File: config.mk
export PLATFORM = sky130hd
export DESIGN_NAME = raw_socket_frame_filter_unit_flat
export DESIGN_NICKNAME = d
export VERILOG_FILES = /design/src/rtl/rsff_pkg.sv /design/src/rtl/rsff_if.sv /design/src/rtl/rsff_front.sv /design/src/rtl/rsff_queue.sv /design/src/rtl/rsff_back.sv /design/src/rtl/raw_socket_frame_filter_unit.sv /design/src/flat_wrapper.sv
export SDC_FILE = /design/constraint.sdc
export NUM_CORES = 1
export LEC_CHECK = 0
export ABC_AREA = 1
export ABC_CLOCK_PERIOD_IN_PS = 6700
export BUFFER_PORTS_ARGS = -buffer_cell sky130_fd_sc_hd__buf_2
export CORE_MARGIN = 2
export CORE_UTILIZATION = 30
export DETAILED_ROUTE_END_ITERATION = 10
export PLACE_DENSITY = 0.57
export SKIP_LAST_GASP = 1
export SYNTH_ARGS = -nofsm -noshare
export SYNTH_HDL_FRONTEND = slang
export SYNTH_SLANG_ARGS = --single-unit
File: constraint.sdc
create_clock -name clk_i -period 6.7 [get_ports clk_i]
set_input_delay 1.675 -clock clk_i [delete_from_list [all_inputs] [get_ports clk_i]]
set_output_delay 1.675 -clock clk_i [all_outputs]
set_load 0.05 [all_outputs]
File: src/rtl/rsff_pkg.sv
// Shared types and constants of the raw socket frame filter.
`timescale 1ns / 1ps

package rsff_pkg;

  localparam int unsigned CountW = 11;
  localparam int unsigned CfgIdxW = 3;
  localparam int unsigned CfgDataW = 32;

  localparam logic [CountW-1:0] CountSat = 11'h7FF;
  localparam logic [CountW-1:0] EthHdr = 11'd14;
  localparam logic [CountW-1:0] Ipv4MinFrame = 11'd34;
  localparam logic [15:0] EtypeIpv4 = 16'h0800;
  localparam logic [15:0] EtypeAll = 16'd3;
  localparam logic [7:0] BcastByte = 8'd255;
  localparam logic [5:0] IhlMin = 6'd20;
  localparam logic [3:0] IpVersion4 = 4'd4;
  localparam logic [7:0] IfxAny = 8'd0;
  localparam logic [7:0] IfxLocal = 8'd2;

  localparam logic [1:0] ModeLinkRaw = 2'd0;
  localparam logic [1:0] ModeLinkDgram = 2'd1;
  localparam logic [1:0] ModeIpRaw = 2'd2;

  localparam logic [1:0] KindHost = 2'd0;
  localparam logic [1:0] KindMulticast = 2'd1;
  localparam logic [1:0] KindBroadcast = 2'd2;

  localparam logic [CfgIdxW-1:0] RegSocketMode = 3'd0;
  localparam logic [CfgIdxW-1:0] RegProtocolMatch = 3'd1;
  localparam logic [CfgIdxW-1:0] RegInterfaceIndex = 3'd2;
  localparam logic [CfgIdxW-1:0] RegLocalAddress = 3'd3;
  localparam logic [CfgIdxW-1:0] RegRemoteAddress = 3'd4;

  typedef struct packed {
    logic [1:0]  socket_mode;
    logic [15:0] protocol_match;
    logic [7:0]  interface_index;
    logic [31:0] local_address;
    logic [31:0] remote_address;
  } cfg_t;

  typedef struct packed {
    logic [CountW-1:0] len;
    logic [7:0]        first_dest;
    logic [47:0]       src_mac;
    logic [15:0]       ether_type;
    logic [7:0]        ver_ihl;
    logic [15:0]       ip_total;
    logic [7:0]        ip_proto;
    logic [31:0]       ip_src;
    logic [31:0]       ip_dst;
  } frame_rec_t;

  typedef struct packed {
    logic        accepted;
    logic [3:0]  payload_offset;
    logic [10:0] payload_length;
    logic [1:0]  packet_kind;
    logic [15:0] ether_type;
    logic [47:0] source_mac;
    logic [31:0] source_address;
  } result_t;

endpackage

File: src/rtl/rsff_if.sv
// Stream and configuration channel interfaces of the raw socket frame filter.
`timescale 1ns / 1ps

interface rsff_in_if;
  logic       valid;
  logic       ready;
  logic [7:0] frame_byte;
  logic       last_byte;

  modport source (output valid, output frame_byte, output last_byte, input ready);
  modport sink (input valid, input frame_byte, input last_byte, output ready);
endinterface

interface rsff_out_if;
  logic        valid;
  logic        ready;
  logic        accepted;
  logic [3:0]  payload_offset;
  logic [10:0] payload_length;
  logic [1:0]  packet_kind;
  logic [15:0] ether_type;
  logic [47:0] source_mac;
  logic [31:0] source_address;

  modport source (output valid, output accepted, output payload_offset,
                  output payload_length, output packet_kind, output ether_type,
                  output source_mac, output source_address, input ready);
  modport sink (input valid, input accepted, input payload_offset,
                input payload_length, input packet_kind, input ether_type,
                input source_mac, input source_address, output ready);
endinterface

interface rsff_cfg_if;
  logic                          valid;
  logic                          ready;
  logic [rsff_pkg::CfgIdxW-1:0]  index;
  logic [rsff_pkg::CfgDataW-1:0] data;

  modport source (output valid, output index, output data, input ready);
  modport sink (input valid, input index, input data, output ready);
endinterface

File: src/rtl/rsff_front.sv
// Front end: byte counter and header field capture, one record per frame.
`timescale 1ns / 1ps

module rsff_front (
  input  logic                 clk_i,
  input  logic                 rst_ni,
  input  logic                 valid_i,
  input  logic [7:0]           frame_byte_i,
  input  logic                 last_byte_i,
  output logic                 ready_o,
  input  logic                 full_i,
  output logic                 push_o,
  output rsff_pkg::frame_rec_t rec_o
);

  rsff_pkg::frame_rec_t rec_q, rec_d;
  logic                 accept;

  assign ready_o = !full_i;
  assign accept  = valid_i && ready_o;

  always_comb begin
    rec_d = rec_q;
    case (rec_q.len) inside
      11'd0: rec_d.first_dest = frame_byte_i;
      [11'd6:11'd11]: rec_d.src_mac = {rec_q.src_mac[39:0], frame_byte_i};
      [11'd12:11'd13]: rec_d.ether_type = {rec_q.ether_type[7:0], frame_byte_i};
      11'd14: rec_d.ver_ihl = frame_byte_i;
      [11'd16:11'd17]: rec_d.ip_total = {rec_q.ip_total[7:0], frame_byte_i};
      11'd23: rec_d.ip_proto = frame_byte_i;
      [11'd26:11'd29]: rec_d.ip_src = {rec_q.ip_src[23:0], frame_byte_i};
      [11'd30:11'd33]: rec_d.ip_dst = {rec_q.ip_dst[23:0], frame_byte_i};
      default: ;
    endcase
    if (rec_q.len != rsff_pkg::CountSat) begin
      rec_d.len = rec_q.len + 11'd1;
    end
  end

  assign push_o = accept && last_byte_i;
  assign rec_o  = rec_d;

  always_ff @(posedge clk_i or negedge rst_ni) begin
    if (!rst_ni) begin
      rec_q <= '0;
    end else if (accept) begin
      if (last_byte_i) begin
        rec_q <= '0;
      end else begin
        rec_q <= rec_d;
      end
    end
  end

endmodule

File: src/rtl/rsff_queue.sv
// Two-entry record queue between the capture front and the filter back end.
`timescale 1ns / 1ps

module rsff_queue (
  input  logic                 clk_i,
  input  logic                 rst_ni,
  input  logic                 push_i,
  input  rsff_pkg::frame_rec_t rec_i,
  output logic                 full_o,
  input  logic                 pop_i,
  output logic                 valid_o,
  output rsff_pkg::frame_rec_t rec_o
);

  rsff_pkg::frame_rec_t slot_q [2];
  logic       wr_ptr_q, wr_ptr_d;
  logic       rd_ptr_q, rd_ptr_d;
  logic [1:0] fill_q, fill_d;
  logic       do_pop;

  assign full_o  = fill_q == 2'd2;
  assign valid_o = fill_q != 2'd0;
  assign rec_o   = slot_q[rd_ptr_q];
  assign do_pop  = pop_i && valid_o;

  always_comb begin
    wr_ptr_d = wr_ptr_q ^ push_i;
    rd_ptr_d = rd_ptr_q ^ do_pop;
    fill_d   = fill_q;
    if (push_i && !do_pop) begin
      fill_d = fill_q + 2'd1;
    end else if (!push_i && do_pop) begin
      fill_d = fill_q - 2'd1;
    end
  end

  always_ff @(posedge clk_i) begin
    if (push_i) begin
      slot_q[wr_ptr_q] <= rec_i;
    end
  end

  always_ff @(posedge clk_i or negedge rst_ni) begin
    if (!rst_ni) begin
      wr_ptr_q <= 1'b0;
      rd_ptr_q <= 1'b0;
      fill_q   <= 2'd0;
    end else begin
      wr_ptr_q <= wr_ptr_d;
      rd_ptr_q <= rd_ptr_d;
      fill_q   <= fill_d;
    end
  end

endmodule

File: src/rtl/rsff_back.sv
// Back end: filter decision on a captured frame and the registered result.
`timescale 1ns / 1ps

module rsff_back #(
  parameter int unsigned MAX_FRAME_BYTES = 1514
) (
  input  logic                 clk_i,
  input  logic                 rst_ni,
  input  rsff_pkg::cfg_t       cfg_i,
  input  logic                 q_valid_i,
  input  rsff_pkg::frame_rec_t q_rec_i,
  output logic                 q_pop_o,
  output logic                 res_valid_o,
  input  logic                 res_ready_i,
  output rsff_pkg::result_t    res_o
);

  localparam logic [rsff_pkg::CountW-1:0] MaxLen = rsff_pkg::CountW'(MAX_FRAME_BYTES);

  rsff_pkg::result_t res_q, res_d;
  logic              valid_q;
  logic [10:0]       offset;
  logic [10:0]       room;
  logic [5:0]        ihl;
  logic              len_ok, link_ok, ip_ok, ok;

  assign q_pop_o = q_valid_i && (!valid_q || res_ready_i);

  always_comb begin
    offset  = (cfg_i.socket_mode == rsff_pkg::ModeLinkRaw) ? 11'd0 : rsff_pkg::EthHdr;
    room    = q_rec_i.len - rsff_pkg::EthHdr;
    ihl     = {q_rec_i.ver_ihl[3:0], 2'b00};
    len_ok  = (q_rec_i.len >= rsff_pkg::EthHdr) && (q_rec_i.len <= MaxLen);
    link_ok = (cfg_i.protocol_match != 16'd0)
           && ((cfg_i.protocol_match == rsff_pkg::EtypeAll)
               || (cfg_i.protocol_match == q_rec_i.ether_type))
           && ((cfg_i.interface_index == rsff_pkg::IfxAny)
               || (cfg_i.interface_index == rsff_pkg::IfxLocal));
    ip_ok   = (q_rec_i.ether_type == rsff_pkg::EtypeIpv4)
           && (q_rec_i.len >= rsff_pkg::Ipv4MinFrame)
           && (q_rec_i.ver_ihl[7:4] == rsff_pkg::IpVersion4)
           && ({8'd0, q_rec_i.ip_proto} == cfg_i.protocol_match)
           && (ihl >= rsff_pkg::IhlMin)
           && (q_rec_i.ip_total >= {10'd0, ihl})
           && (q_rec_i.ip_total <= {5'd0, room})
           && ((cfg_i.local_address == 32'd0) || (cfg_i.local_address == q_rec_i.ip_dst))
           && ((cfg_i.remote_address == 32'd0) || (cfg_i.remote_address == q_rec_i.ip_src));
    ok      = len_ok && ((((cfg_i.socket_mode == rsff_pkg::ModeLinkRaw)
                          || (cfg_i.socket_mode == rsff_pkg::ModeLinkDgram)) && link_ok)
                         || ((cfg_i.socket_mode == rsff_pkg::ModeIpRaw) && ip_ok));

    res_d = '0;
    if (ok) begin
      res_d.accepted       = 1'b1;
      res_d.payload_offset = offset[3:0];
      res_d.ether_type     = q_rec_i.ether_type;
      res_d.source_mac     = q_rec_i.src_mac;
      if (cfg_i.socket_mode == rsff_pkg::ModeIpRaw) begin
        res_d.payload_length = q_rec_i.ip_total[10:0];
        res_d.source_address = q_rec_i.ip_src;
      end else begin
        res_d.payload_length = q_rec_i.len - offset;
      end
      if (q_rec_i.first_dest == rsff_pkg::BcastByte) begin
        res_d.packet_kind = rsff_pkg::KindBroadcast;
      end else if (q_rec_i.first_dest[0]) begin
        res_d.packet_kind = rsff_pkg::KindMulticast;
      end else begin
        res_d.packet_kind = rsff_pkg::KindHost;
      end
    end
  end

  always_ff @(posedge clk_i) begin
    if (q_pop_o) begin
      res_q <= res_d;
    end
  end

  always_ff @(posedge clk_i or negedge rst_ni) begin
    if (!rst_ni) begin
      valid_q <= 1'b0;
    end else if (q_pop_o) begin
      valid_q <= 1'b1;
    end else if (res_ready_i) begin
      valid_q <= 1'b0;
    end
  end

  assign res_valid_o = valid_q;
  assign res_o       = res_q;

endmodule

File: src/rtl/raw_socket_frame_filter_unit.sv
// Top level of the raw socket frame filter: config registers, front, queue, back.
`timescale 1ns / 1ps
//
// Frame bytes enter on in_if, destination MAC first, last_byte set on the
// final byte. One byte is taken per cycle while in_if.ready is high, with
// no gaps between frames. Each frame yields exactly one result request on
// out_if, after its record passes through the queue and the output register.
// The front captures header fields and pushes one record per frame into a
// two-entry queue; the back evaluates the filter and holds the result in an
// output register until out_if takes it. When out_if stalls, results pile
// up in the queue; in_if.ready drops only while the queue holds two
// records, so a stalled receiver pauses input after three pending frames,
// one in the output register and two in the queue.
// cfg_if writes one of five registers per cycle and is always ready;
// write only while no frame is in flight. Indexes beyond the list are
// ignored. Reset clears the registers, the byte count, the captured fields,
// the queue and the output valid. Frames longer than MAX_FRAME_BYTES are
// rejected; the byte count saturates at 2047.
//
module raw_socket_frame_filter_unit #(
  parameter int unsigned MAX_FRAME_BYTES = 1514
) (
  input  logic         clk_i,
  input  logic         rst_ni,
  rsff_in_if.sink      in_if,
  rsff_out_if.source   out_if,
  rsff_cfg_if.sink     cfg_if
);

  rsff_pkg::cfg_t       cfg_q;
  rsff_pkg::frame_rec_t push_rec, head_rec;
  rsff_pkg::result_t    res;
  logic                 push, full, head_valid, pop;
  logic                 cfg_we;

  assign cfg_if.ready = 1'b1;
  assign cfg_we       = cfg_if.valid && cfg_if.ready;

  always_ff @(posedge clk_i or negedge rst_ni) begin
    if (!rst_ni) begin
      cfg_q <= '0;
    end else if (cfg_we) begin
      unique case (cfg_if.index)
        rsff_pkg::RegSocketMode:     cfg_q.socket_mode     <= cfg_if.data[1:0];
        rsff_pkg::RegProtocolMatch:  cfg_q.protocol_match  <= cfg_if.data[15:0];
        rsff_pkg::RegInterfaceIndex: cfg_q.interface_index <= cfg_if.data[7:0];
        rsff_pkg::RegLocalAddress:   cfg_q.local_address   <= cfg_if.data;
        rsff_pkg::RegRemoteAddress:  cfg_q.remote_address  <= cfg_if.data;
        default: ;
      endcase
    end
  end

  rsff_front u_front (
    .clk_i        (clk_i),
    .rst_ni       (rst_ni),
    .valid_i      (in_if.valid),
    .frame_byte_i (in_if.frame_byte),
    .last_byte_i  (in_if.last_byte),
    .ready_o      (in_if.ready),
    .full_i       (full),
    .push_o       (push),
    .rec_o        (push_rec)
  );

  rsff_queue u_queue (
    .clk_i   (clk_i),
    .rst_ni  (rst_ni),
    .push_i  (push),
    .rec_i   (push_rec),
    .full_o  (full),
    .pop_i   (pop),
    .valid_o (head_valid),
    .rec_o   (head_rec)
  );

  rsff_back #(
    .MAX_FRAME_BYTES (MAX_FRAME_BYTES)
  ) u_back (
    .clk_i       (clk_i),
    .rst_ni      (rst_ni),
    .cfg_i       (cfg_q),
    .q_valid_i   (head_valid),
    .q_rec_i     (head_rec),
    .q_pop_o     (pop),
    .res_valid_o (out_if.valid),
    .res_ready_i (out_if.ready),
    .res_o       (res)
  );

  assign out_if.accepted       = res.accepted;
  assign out_if.payload_offset = res.payload_offset;
  assign out_if.payload_length = res.payload_length;
  assign out_if.packet_kind    = res.packet_kind;
  assign out_if.ether_type     = res.ether_type;
  assign out_if.source_mac     = res.source_mac;
  assign out_if.source_address = res.source_address;

endmodule

File: src/flat_wrapper.sv
// flat-port wrapper written by rule: the top's interface ports become plain ports
module raw_socket_frame_filter_unit_flat 
#(
  parameter int unsigned MAX_FRAME_BYTES = 1514
)
  (clk_i, rst_ni, in_if_valid, in_if_frame_byte, in_if_last_byte, in_if_ready, out_if_valid, out_if_accepted, out_if_payload_offset, out_if_payload_length, out_if_packet_kind, out_if_ether_type, out_if_source_mac, out_if_source_address, out_if_ready, cfg_if_valid, cfg_if_index, cfg_if_data, cfg_if_ready);
  rsff_in_if in_if_i ();
  rsff_out_if out_if_i ();
  rsff_cfg_if cfg_if_i ();
  input  logic clk_i;
  input  logic rst_ni;
  input wire logic [$bits(in_if_i.valid)-1:0] in_if_valid;
  input wire logic [$bits(in_if_i.frame_byte)-1:0] in_if_frame_byte;
  input wire logic [$bits(in_if_i.last_byte)-1:0] in_if_last_byte;
  output wire logic [$bits(in_if_i.ready)-1:0] in_if_ready;
  output wire logic [$bits(out_if_i.valid)-1:0] out_if_valid;
  output wire logic [$bits(out_if_i.accepted)-1:0] out_if_accepted;
  output wire logic [$bits(out_if_i.payload_offset)-1:0] out_if_payload_offset;
  output wire logic [$bits(out_if_i.payload_length)-1:0] out_if_payload_length;
  output wire logic [$bits(out_if_i.packet_kind)-1:0] out_if_packet_kind;
  output wire logic [$bits(out_if_i.ether_type)-1:0] out_if_ether_type;
  output wire logic [$bits(out_if_i.source_mac)-1:0] out_if_source_mac;
  output wire logic [$bits(out_if_i.source_address)-1:0] out_if_source_address;
  input wire logic [$bits(out_if_i.ready)-1:0] out_if_ready;
  input wire logic [$bits(cfg_if_i.valid)-1:0] cfg_if_valid;
  input wire logic [$bits(cfg_if_i.index)-1:0] cfg_if_index;
  input wire logic [$bits(cfg_if_i.data)-1:0] cfg_if_data;
  output wire logic [$bits(cfg_if_i.ready)-1:0] cfg_if_ready;
  assign in_if_i.valid = in_if_valid;
  assign in_if_i.frame_byte = in_if_frame_byte;
  assign in_if_i.last_byte = in_if_last_byte;
  assign in_if_ready = in_if_i.ready;
  assign out_if_valid = out_if_i.valid;
  assign out_if_accepted = out_if_i.accepted;
  assign out_if_payload_offset = out_if_i.payload_offset;
  assign out_if_payload_length = out_if_i.payload_length;
  assign out_if_packet_kind = out_if_i.packet_kind;
  assign out_if_ether_type = out_if_i.ether_type;
  assign out_if_source_mac = out_if_i.source_mac;
  assign out_if_source_address = out_if_i.source_address;
  assign out_if_i.ready = out_if_ready;
  assign cfg_if_i.valid = cfg_if_valid;
  assign cfg_if_i.index = cfg_if_index;
  assign cfg_if_i.data = cfg_if_data;
  assign cfg_if_ready = cfg_if_i.ready;
  raw_socket_frame_filter_unit #(.MAX_FRAME_BYTES(MAX_FRAME_BYTES)) u_core (.clk_i(clk_i), .rst_ni(rst_ni), .in_if(in_if_i), .out_if(out_if_i), .cfg_if(cfg_if_i));
endmodule
==> results of run 1 <==
stage by stage:
stage | setup WS (ns) | cells | hold WS (ns) | util, %
detailed placement | 1.88 | 4666 | 0.468 | 32.4
global route | 1.47 | 4820 | 0.499 | 35.1
finish | 1.92 | 4820 | 0.476 | 35.1
floorplan | -0.305 | 3213 | 0.446 | -
global placement | 1.90 | 4666 | 0.467 | 32.4
CTS | 1.86 | 4820 | 0.479 | 35.1
power by group through the flow:
stage | registers [W] | logic, W | clock network (W)
floorplan | 0.00701 | 0.00231 | 0
global placement | 0.00616 | 0.00437 | 0
detailed placement | 0.00616 | 0.00439 | 0
CTS | 0.00607 | 0.00440 | 0.00476
global route | 0.00614 | 0.00478 | 0.00495
finish | 0.00606 | 0.00432 | 0.00465
per-layer routing:
layer / routed length [um] / share of wire, %
met3: 3490 / 4.3
met2: 37900 / 47
met4: 1570 / 1.9
met1: 38500 / 47
met5: 0 / 0
registers in the layout (all words and copies together) (netlist names):
| name | flops |
|---|---|
| u_core.u_back.res_o | 111 |
| u_core.u_queue.fill_q | 2 |
| u_core.u_queue.slot_q | 358 |
| u_core.cfg_q | 89 |
| u_core.u_queue.wr_ptr_q | 1 |
| u_core.u_back.res_valid_o | 1 |
| u_core.u_queue.rd_ptr_q | 1 |
| u_core.u_front.rec_q | 179 |
cell usage in the layout (no fill, tap or decap), types with 21 or more instances in the layout:
cell type	count
o21ai_0	362
nand4_1	21
ha_1	26
nand3b_1	27
a22o_1	33
edfxtp_1	469
o22ai_1	60
buf_2	162
nand3_1	77
inv_1	441
mux2i_1	48
xor2_1	28
nor2_1	200
a21oi_1	23
clkbuf_16	84
nand2_1	862
dfrtp_1	272
final timing paths:
kind	cells after the start	to	startpoint	slack [ns]
worst min register to register	1	u_core.u_queue.fill_q[0]	u_core.u_queue.fill_q[0]	0.48
max in group asynchronous	2	u_core.u_front.rec_q[159]	rst_ni	4.50
min in group asynchronous	1	u_core.cfg_q[29]	rst_ni	1.10
worst max-delay path	23	u_core.u_back.res_o[35]	u_core.u_queue.rd_ptr_q	1.92
worst min-delay path	1	u_core.u_queue.fill_q[0]	u_core.u_queue.fill_q[0]	0.48
worst max register to register	23	u_core.u_back.res_o[35]	u_core.u_queue.rd_ptr_q	1.92
area by class of cell:
cell class                      instances  area, sq um
Multi-Input combinational cell       1886         9230
Sequential cell                       742        20900
Timing Repair Buffer                  189         1130
Fill cell                           10600        69500
Clock buffer                          116         2390
Tap cell                             1403         1760
Clock inverter                         38          445
Inverter                              446         1680
worst max-delay path, cell delays in order (launching register included):
cell and delay, ns:
dfrtp_4 0.91, inv_2 0.18, or2_0 0.24, o21a_1 0.18, inv_1 0.16, nand2_1 0.11, nor2_1 0.14, nand2_1 0.13
xor2_1 0.16, ha_1 0.29, nand2_1 0.07, nor2_1 0.19, nand2_1 0.08, nand2_1 0.06, nand2_1 0.04, nand2_1 0.05
nand2_1 0.05, nand2_1 0.05, nand2_1 0.07, nand4_1 0.10, nand2_1 0.11, nand2_4 0.50, buf_4 0.43, nor2_1 0.08
cell families after synthesis:
logic type	after synthesis	share of synthesized area [%]
adders and majority gates	29	1.14
AOI/OAI and AO/OA	528	9.05
buffers and inverters	585	7.15
other	2	0.0232
and+or+nand+nor	1245	15.6
DFF	742	64.6
muxes	48	1.48
xor gates and xnor gates	34	0.920
==> metrics.log, run 1 <==
INFO  metric total_power = 0.0150 W
INFO  metric synth_seq_area_share = 64.6%
INFO  metric coreArea = 107,000 sq um
INFO  metric grt_pass1_vias = 20.9k
INFO  metric async_flop_share = 36.8%
INFO  metric dp.final_hpwl = 53,400 um
INFO  metric cts.reportedPaths.clkPinSlew = 0.06 ns
INFO  metric netlist-cell-type-count = 45
INFO  metric die_w = 332 um
INFO  metric global_route.usage.met3 = 2.08%
INFO  metric edff_count_synth = 469
INFO  metric hold_viol_final = 0
INFO  metric post-route-min-period = 4.78 ns
INFO  metric worst_slew_margin_rel = 27.3%
INFO  metric critical_path_end_type = flop
INFO  metric initial_antenna_violation_count = 3
INFO  metric setup_violations = 0
INFO  metric worst-path-max-fanout = 52
INFO  metric grt_use_total = 14.7%
INFO  metric syn-cell-area = 32,400 sq um
INFO  metric worst_pin_slew = 1.09 ns
INFO  metric synth.most_common_cell = nand2_1
INFO  metric top_usage_layer = met2
INFO  metric fin_crit_sh = 71.3%
INFO  metric p_leak = 16.5 nW
INFO  metric critPathRequiredTime = 7.07 ns
INFO  metric globalRoute.totalOverflow = 0
INFO  metric seq_power_share = 40.3%
INFO  metric internal_power = 0.00952 W
INFO  metric placed_cell_area = 34,700 sq um
INFO  metric largest_net_degree_at_the_start_of_global_routing = 144
INFO  metric ir_worst_vdd = 0.000459 V
INFO  metric maxCapViolCount = 0
INFO  metric drt_wirelength = 81,500 um
INFO  metric post-route-drc-count = 0
INFO  metric yosys_warnings = 0
INFO  metric drt_pre_antenna_iters = 7
INFO  metric postLayoutCellArea = 37,500 sq um
INFO  metric cts.sinks = 742
INFO  metric p_comb_share = 28.7%
INFO  metric initial_core_util = 30.2%
INFO  metric p_per_area = 400 nW/um^2
INFO  metric slew_violations = 0
INFO  metric setup.worst_path.class = flop to flop
INFO  metric fp.dieArea = 111,000 sq um
INFO  metric place.port_buffers = 163
INFO  metric cts-hold-fix-buffers = 0
INFO  metric unrepaired_setup_endpoints_after_global_routing = false
INFO  metric post_cts_resize_count = 0
INFO  metric drive_above_1_share = 10.4%
INFO  metric cts_buffers = 82
INFO  metric synth.top_cells.by_area = edfxtp_1 44%, dfrtp_1 21%, nand2_1 10%
INFO  metric diodes = 0
INFO  metric cp_arrival = 5.15 ns
INFO  metric gr-usage-met2 = 23.5%
INFO  metric grt_first_pass_wirelength = 126,000 um
INFO  metric cts.htree.levels = 3
INFO  metric synth_seq_cells = 742
INFO  metric run_status = completed
INFO  metric postSynthNetCount = 3,291
INFO  metric met1_usage = 20.8%
INFO  metric synth_top_flop_cell = edfxtp_1
INFO  metric tns = 0 ns
INFO  metric netSwitchingFraction = 36.7%
INFO  metric worstSkewPairLatency = 0.64 ns
INFO  metric clock_power_share = 31.0%
INFO  metric finalWeightedCongestion = 0.813
INFO  metric finalClockSkew = 0.0281 ns
INFO  metric switchingPower = 0.00552 W
INFO  metric design.final.nets = 3,425
INFO  metric ys_top_cells_by_count = 863 x nand2_1, 469 x edfxtp_1, 442 x inv_1
INFO  metric area_fraction_of_the_dominant_cell_type_after_synthesis = 43.5%
INFO  metric holdCritPathClass = flop to flop
INFO  metric drtIter0Drc = 1,807
INFO  metric cts_setup_buffers = 0
INFO  metric max_freq = 209 MHz
INFO  metric clock-root-buffer = clkbuf_16
INFO  metric post_drt_via_cell_ratio = 4.56
INFO  metric layout-area-overhead-vs-synth = 16.0%
INFO  metric synth_area_per_cell = 10.1 sq um
INFO  metric antenna_left = 0
INFO  metric routedWlPerCell = 16.9 um
INFO  metric cts_max_path_buffers = 3
INFO  metric die_height = 332 um
INFO  metric io_pins = 166
INFO  metric cts_tree = done
INFO  metric crit_path_start_kind = flop
INFO  metric syn-instance-count = 3,213
INFO  metric rows = 120
INFO  metric routed-via-count = 22.0k
INFO  metric synth.largest_area_cell = edfxtp_1
Power figures use the tool's default switching activity.
==> inputs of run 2 (changes only) <==
ABC_AREA = 0   (was 1)
ABC_CLOCK_PERIOD_IN_PS = 4890   (was 6700)
PLACE_DENSITY = 0.56   (was 0.57)
clock period = 4.89 ns   (was 6.7 ns; I/O delays follow)
==> run 2 against run 1 <==
Net effect: combinational power grew 26%; sequential cell count is the same; register-to-register slack lost 1.2 ns; largest power group unchanged; utilization is essentially flat.
==> metrics.log, run 2 <==
INFO  metric run_status = completed
INFO  metric finalClockSkew = 0.0187 ns (-0.00944 ns)
INFO  metric drtIter0Drc = 1,309 (-28%)
INFO  metric syn-cell-area = 32,000 sq um (-1.1%)
INFO  metric top_register = u_core.u_queue.slot_q
INFO  metric reg2reg_from = u_core.u_queue.rd_ptr_q
INFO  metric crit_path_start_kind = flop
INFO  metric p_leak = 14.1 nW (-15%)
INFO  metric switchingPower = 0.00678 W (+23%)
INFO  metric netlist-cell-type-count = 60 (+33%)
INFO  metric drt_pre_antenna_iters = 7 (unchanged)
INFO  metric synth_seq_area_share = 65.4% (+0.75 points)
INFO  metric post-route-min-period = 4.17 ns (-0.607 ns)
INFO  metric postLayoutCellArea = 37,100 sq um (-1.3%)
INFO  metric setup.worst_path.class = flop to flop
INFO  metric initial_antenna_violation_count = 14 (+11)
INFO  metric number_of_flip_flops_under_the_largest_register_name = 358 (unchanged)
INFO  metric critical_path.max_stage_delay = 0.56 ns (-0.35 ns)
INFO  metric seqCellArea = 20,900 sq um (unchanged)
INFO  metric ir_worst_vdd = 0.000267 V (-42%)
INFO  metric post-route-drc-count = 0 (unchanged)
INFO  metric fp.dieArea = 109,000 sq um (-1.1%)
INFO  metric fill_cells = 9,948 (-6.5%)
INFO  metric clock_power_share = 29.7% (-1.3 points)
INFO  metric cts_tree = done
INFO  metric holdCritPathClass = flop to flop
INFO  metric post-route-util = 35.1% (+0.036 points)
INFO  metric layout.cells.most_common = edfxtp_1
INFO  metric met1_usage = 19.9% (-0.85 points)
INFO  metric worst_pin_slew = 1.21 ns (+0.119 ns)
INFO  metric syn-instance-count = 2,080 (-35%)
INFO  metric edff_count_synth = 469 (unchanged)
INFO  metric worstPathCellList = buf_4 -> mux2i_1 -> xor2_1 -> ha_1 -> nand4_1 -> nor3_1 -> o21ai_0 -> nor4_1 -> o311ai_1 -> o22a_4 -> buf_12 -> a2111oi_4
INFO  metric setup_violations = 0 (unchanged)
INFO  metric critPathTopFamily = compound AO/OA/AOI/OAI gates
INFO  metric synth.top_cells.by_area = edfxtp_1 44%, dfrtp_1 21%, mux2_2 9.4%
INFO  metric netSwitchingFraction = 34.7% (-2.0 points)
INFO  metric coreArea = 106,000 sq um (-1.4%)
INFO  metric io_pins = 166 (unchanged)
INFO  metric crit_cells = 12 (-48%)
INFO  metric fin_crit_sh = 85.2% (+14 points)
INFO  metric async_flop_share = 36.8% (unchanged)
INFO  metric unrepaired_setup_endpoints_after_global_routing = false
INFO  metric design.final.nets = 2,320 (-32%)
INFO  metric routedWlPerCell = 21.8 um (+29%)
INFO  metric hold_viol_final = 0 (unchanged)
INFO  metric worstSkewPairLatency = 0.62 ns (-0.02 ns)
INFO  metric global_route.usage.met3 = 2.41% (+0.33 points)
INFO  metric area_fraction_of_the_dominant_cell_type_after_synthesis = 44.0% (+0.50 points)
INFO  metric ff2ff_path_depth = 12 (-48%)
INFO  metric synth_seq_cells = 742 (unchanged)
INFO  metric clock-root-buffer = clkbuf_16
INFO  metric placed_cell_area = 34,600 sq um (-0.45%)
INFO  metric cts_max_path_buffers = 3 (unchanged)
INFO  metric total_area_of_multi_input_combinational_cells = 10,400 sq um (+13%)
INFO  metric layout-area-overhead-vs-synth = 15.9%
INFO  metric cts.htree.levels = 3 (unchanged)
INFO  metric dp_worst_setup_slack = 0.728 ns (-1.15 ns)
INFO  metric cts.reportedPaths.clkPinSlew = 0.06 ns (about the same)
INFO  metric worst-path-max-fanout = 41 (-21%)
INFO  metric most-common-layout-cells = 469 x edfxtp_1, 272 x dfrtp_1, 267 x mux2_2
INFO  metric cts_buffers = 75 (-8.5%)
INFO  metric routed-via-count = 18.4k (-17%)
INFO  metric r2r_setup_slack = 0.72 ns (-1.20 ns)
INFO  metric synth_top_flop_cell = edfxtp_1
INFO  metric final-instance-count-excl-fill = 3,699 (-23%)
INFO  metric cp_arrival = 4.58 ns (-0.57 ns)
INFO  metric seq_power_share = 42.4% (+2.1 points)
INFO  metric timing.hold.worst.start = u_core.u_front.rec_q[24]
INFO  metric rows = 119 (-0.83%)
INFO  metric synth_compound_gate_area_share = 6.87% (-2.2 points)
INFO  metric antenna_left = 0 (unchanged)
INFO  metric grt_first_pass_wirelength = 121,000 um (-4.1%)
INFO  metric p_comb_share = 27.9% (-0.8 points)
INFO  metric worst_slew_margin_rel = 19.3% (-8.0 points)
INFO  metric cts-hold-fix-buffers = 0 (unchanged)
INFO  metric drive_above_1_share = 30.4% (+20 points)
INFO  metric cp_num_buf_inv = 2 (-1)
INFO  metric crit_end = u_core.u_back.res_o[98]
INFO  metric worstReg2RegEnd = u_core.u_back.res_o[98]
INFO  metric yosys_warnings = 0 (unchanged)
INFO  metric critPathRequiredTime = 5.30 ns (-1.77 ns)
INFO  metric synth.most_common_cell = edfxtp_1
INFO  metric yosys-mux-area-fraction = 14.1% (+13 points)
INFO  metric drt_wirelength = 80,500 um (-1.2%)
INFO  metric yosys.area_share.adder = 1.16% (+0.013 points)
INFO  metric dp.final_hpwl = 52,700 um (-1.4%)
INFO  metric yosys.area_share.xor_xnor = 3.20% (+2.3 points)
INFO  metric grt_use_total = 14.6% (-0.063 points)
INFO  metric die_w = 331 um (-0.57%)
INFO  metric synth.largest_area_cell = edfxtp_1
INFO  metric combinational_family_with_the_most_area_after_synthesis = multiplexers
INFO  metric top_usage_layer = met2
INFO  metric globalRoute.totalOverflow = 0 (unchanged)
INFO  metric final_critical_path_setup_slack = 0.722 ns (-1.20 ns)
INFO  metric largest_net_degree_at_the_start_of_global_routing = 145 (+0.69%)
INFO  metric p_per_area = 528 nW/um^2 (+32%)
INFO  metric max_freq = 240 MHz (+15%)
INFO  metric maxCapViolCount = 0 (unchanged)
INFO  metric ys_top_cells_by_count = 469 x edfxtp_1, 273 x dfrtp_1, 267 x mux2_2
INFO  metric internal_power = 0.0128 W (+34%)
INFO  metric post-place-cells = 3,556 (-24%)
INFO  metric grt_pass1_vias = 18.6k (-11%)
INFO  metric postSynthNetCount = 2,158 (-34%)
INFO  metric synth_area_per_cell = 15.4 sq um (+53%)
INFO  metric critPathSlowestCell = buf_4
INFO  metric die_height = 331 um (-0.57%)
INFO  metric basic_gate_share_of_the_synthesized_area_counting_and_or_nand_and_nor_cells = 7.11% (-8.5 points)
INFO  metric gr-usage-met2 = 23.7% (+0.25 points)
INFO  metric cts.sinks = 742 (unchanged)
INFO  metric place.port_buffers = 163 (unchanged)
INFO  metric post_cts_resize_count = 0 (unchanged)
INFO  metric slew_violations = 0 (unchanged)
INFO  metric post_drt_via_cell_ratio = 4.97 (+8.8%)
INFO  metric setup.worst_path.start = u_core.u_queue.rd_ptr_q
INFO  metric initial_core_util = 30.3% (+0.076 points)
INFO  metric cts_setup_buffers = 0 (unchanged)
INFO  metric critical_path_end_type = flop
INFO  metric finalWeightedCongestion = 0.877 (+7.9%)
-- run 2: through the flow --
| stage | setup TNS [ns] | power [W] | hold WS [ns] |
|---|---|---|---|
| final | 0 | 0.0196 | 0.502 |
| after global routing | 0 | 0.0204 | 0.510 |
| after global placement | 0 | 0.0139 | 0.480 |
| after detailed placement | 0 | 0.0140 | 0.485 |
| after CTS | 0 | 0.0198 | 0.504 |
| after floorplan | -552.02 | 0.0123 | 0.466 |
-- run 2: final cells by class --
cell class / count / share of cell area (%)
clock inverter: 37 / 0.884
multi-input combinational: 1190 / 28.2
tap: 1391 / 4.70
inverter: 21 / 0.219
clock buffer: 101 / 5.86
sequential: 742 / 56.4
timing repair buffer: 212 / 3.69
antenna: 5 / 0.0338
-- run 2: cell families after synthesis --
group                    after synthesis
buffers and inverters                148
other                                  2
AO/OA/AOI/OAI                        277
adder cells (fa/ha/maj)               29
AND/OR/NAND/NOR                      349
flip-flops                           742
multiplexers                         416
XOR/XNOR                             117
-- run 2: how the worst min path moves through the flow --
stage	to	cells after the start
6_report	u_core.u_front.rec_q[24]	2
5_1_grt	u_core.u_front.rec_q[162]	1
4_1_cts	u_core.u_front.rec_q[162]	1
3_5_place_dp	u_core.u_front.rec_q[86]	1
3_3_place_gp	u_core.u_front.rec_q[28]	2
2_1_floorplan	u_core.u_front.rec_q[24]	2
-- run 2: tightest hold or removal path: stages (launching register included) --
cell,delay [ns]
dfrtp_1,0.36
nand2_1,0.05
o21ai_0,0.06
-- run 2: power by group through the flow --
stage               Sequential [W]  Clock (W)  Combinational (W)
detailed placement         0.00844          0            0.00552
global route               0.00840    0.00618            0.00584
floorplan                  0.00934          0            0.00297
finish                     0.00830    0.00580            0.00546
global placement           0.00842          0            0.00547
CTS                        0.00832    0.00594            0.00554
-- run 2: per-layer routing --
layer,up-vias,routed length (um)
met3,111,3850
li1,8329,-
met1,9500,36300
met2,419,38500
met4,8,1890
met5,-,41
==> inputs of run 3 (changes only) <==
CORE_ASPECT_RATIO = 0.8   (was not set)
CTS_CLUSTER_SIZE = 30   (was not set)
==> run 3 against run 2 <==
Net effect: cell count rose by 0.54%; sequential power barely moved; sequential cell count unchanged; die area about the same; sequential share of layout area decreased by 0.37 points; critical path depth stayed put; worst setup slack worse by 0.22 ns; register-to-register slack worse by 0.22 ns; total power rose by 3.4%; critical path type unchanged; critical endpoint is now u_core.u_back.res_o[91]; largest power group unchanged; highest routed layer unchanged.
==> metrics.log, run 3 (synthesis gave the netlist of run 2 again) <==
INFO  metric top_usage_layer = met2
INFO  metric cts_setup_buffers = 0 (unchanged)
INFO  metric grt_pass1_vias = 18.6k (-0.20%)
INFO  metric cts_max_path_buffers = 3 (unchanged)
INFO  metric dp.final_hpwl = 52,600 um (-0.31%)
INFO  metric finalClockSkew = 0.0459 ns (+0.0272 ns)
INFO  metric cp_arrival = 4.72 ns (+0.14 ns)
INFO  metric worst_pin_slew = 1.19 ns (-0.0176 ns)
INFO  metric drtIter0Drc = 1,690 (+29%)
INFO  metric drive_above_1_share = 30.4% (about the same)
INFO  metric ir_worst_vdd = 0.000358 V (+34%)
INFO  metric largest_net_degree_at_the_start_of_global_routing = 146 (+0.69%)
INFO  metric io_pins = 166 (unchanged)
INFO  metric layout-area-overhead-vs-synth = 16.6%
INFO  metric holdCritPathClass = flop to flop
INFO  metric setup.worst_path.class = flop to flop
INFO  metric critPathRequiredTime = 5.23 ns (-0.07 ns)
INFO  metric design.final.nets = 2,312 (-0.34%)
INFO  metric hold_viol_final = 0 (unchanged)
INFO  metric setup_violations = 0 (unchanged)
INFO  metric most-common-layout-cells = 469 x edfxtp_1, 272 x dfrtp_1, 267 x mux2_2
INFO  metric postLayoutCellArea = 37,300 sq um (+0.66%)
INFO  metric cts-hold-fix-buffers = 0 (unchanged)
INFO  metric met1_usage = 21.4% (+1.5 points)
INFO  metric worstSkewPairLatency = 0.64 ns (+0.02 ns)
INFO  metric critPathSlowestCell = o22a_4
INFO  metric final_critical_path_setup_slack = 0.503 ns (-0.219 ns)
INFO  metric crit_path_start_kind = flop
INFO  metric worst_slew_margin_rel = 20.3% (+0.93 points)
INFO  metric critical_path.max_stage_delay = 0.69 ns (+0.13 ns)
INFO  metric tns = 0 ns (unchanged)
INFO  metric finalWeightedCongestion = 0.891 (+1.5%)
INFO  metric placed_cell_area = 34,500 sq um (-0.25%)
INFO  metric worstPathCellList = buf_4 -> mux2_2 -> ha_1 -> nor2b_1 -> o21a_1 -> o21ai_0 -> a21oi_1 -> a2111oi_0 -> o311ai_1 -> o22a_4 -> buf_4 -> nor3_1
INFO  metric slew_violations = 0 (unchanged)
INFO  metric initial_antenna_violation_count = 13 (-1)
INFO  metric p_leak = 14.2 nW (+0.63%)
INFO  metric die_w = 369 um (+12%)
INFO  metric critical_path_end_type = flop
INFO  metric coreArea = 106,000 sq um (+0.57%)
INFO  metric gr-usage-met2 = 22.9% (-0.87 points)
INFO  metric post_drt_via_cell_ratio = 4.96 (about the same)
INFO  metric unrepaired_setup_endpoints_after_global_routing = false
INFO  metric most_used_cell_along_the_critical_path = buf_4
INFO  metric fin_crit_sh = 89.7% (+4.5 points)
INFO  metric p_per_area = 542 nW/um^2 (+2.7%)
INFO  metric grt_first_pass_wirelength = 124,000 um (+2.6%)
INFO  metric diodes = 0 (-5)
INFO  metric cts_tree = done
INFO  metric initial_core_util = 30.1% (-0.17 points)
INFO  metric drt_wirelength = 82,200 um (+2.1%)
INFO  metric post-route-util = 35.1% (about the same)
INFO  metric dp_worst_setup_slack = 0.476 ns (-0.252 ns)
INFO  metric total_power = 0.0202 W (+3.4%)
INFO  metric run_status = completed
INFO  metric post-route-min-period = 4.39 ns (+0.219 ns)
INFO  metric r2r_setup_slack = 0.50 ns (-0.22 ns)
INFO  metric maxCapViolCount = 0 (unchanged)
INFO  metric max_freq = 228 MHz (-5.0%)
INFO  metric cts.reportedPaths.clkPinSlew = 0.06 ns (about the same)
INFO  metric cts_buffers = 81 (+8.0%)
INFO  metric cts.htree.levels = 3 (unchanged)
INFO  metric global_route.usage.met3 = 3.34% (+0.93 points)
INFO  metric routedWlPerCell = 22.1 um (+1.6%)
INFO  metric globalRoute.totalOverflow = 0 (unchanged)
INFO  metric place.port_buffers = 163 (unchanged)
INFO  metric clock-root-buffer = clkbuf_16
INFO  metric rows = 107 (-10%)
INFO  metric top_register = u_core.u_queue.slot_q
INFO  metric layout.cells.most_common = edfxtp_1
INFO  metric worst-path-max-fanout = 38 (-7.3%)
INFO  metric grt_use_total = 14.9% (+0.30 points)
INFO  metric drt_pre_antenna_iters = 5 (-2)
INFO  metric die_height = 296 um (-10%)
INFO  metric post_cts_resize_count = 0 (unchanged)
INFO  metric cts.sinks = 742 (unchanged)
INFO  metric fp.dieArea = 109,000 sq um (about the same)
INFO  metric antenna_left = 0 (unchanged)
INFO  metric post-route-drc-count = 0 (unchanged)
INFO  metric routed-via-count = 18.5k (+0.47%)
INFO  metric number_of_flip_flops_under_the_largest_register_name = 358 (unchanged)
[run 3: metrics by stage]
stage          std cells  hold WS (ns)
4_1_cts             3719         0.502
5_1_grt             3719         0.512
2_1_floorplan       2080         0.466
6_report            3719         0.500
3_3_place_gp        3568         0.479
3_5_place_dp        3568         0.487
[run 3: worst paths after layout]
kind	startpoint	to	cells past startpoint
max reg2reg	u_core.u_queue.rd_ptr_q	u_core.u_back.res_o[91]	12
max in group asynchronous	rst_ni	u_core.u_front.rec_q[77]	2
min reg2reg	u_core.u_front.rec_q[109]	u_core.u_front.rec_q[109]	1
max	u_core.u_queue.rd_ptr_q	u_core.u_back.res_o[91]	12
min	u_core.u_front.rec_q[109]	u_core.u_front.rec_q[109]	1
min in group asynchronous	rst_ni	u_core.u_front.rec_q[18]	1
[run 3: worst max-delay path, delay by kind of cell, from the launching register on]
kind / cells / cell delay [ns]
simple gates: 2 / 0.26
mux: 1 / 0.44
buf+inv: 2 / 0.96
flops: 1 / 0.60
fa+ha+maj: 1 / 0.31
compound gates: 6 / 1.50
[run 3: metal layers]
layer	up-vias	part of all wire, %	wire length (um)
met5	-	0.069	57
met4	10	1.7	1430
met3	108	6.6	5400
met2	557	45	37100
met1	9471	46	38200
li1	8308	-	-
[run 3: power by group]
group	switching, W	total (W)	internal, W
registers	0.000539	0.00832	0.00778
clock network	0.00262	0.00645	0.00383
logic	0.00385	0.00546	0.00161
total	0.00701	0.0202	0.0132
[run 3: area by class of cell]
| cell class | count | area, sq um |
|---|---|---|
| clock inverter | 45 | 579 |
| tap | 1417 | 1770 |
| sequential | 742 | 20900 |
| inverter | 21 | 81.3 |
| multi-input combinational | 1190 | 10400 |
| clock buffer | 106 | 2260 |
| fill | 10000 | 68900 |
| timing repair buffer | 198 | 1250 |
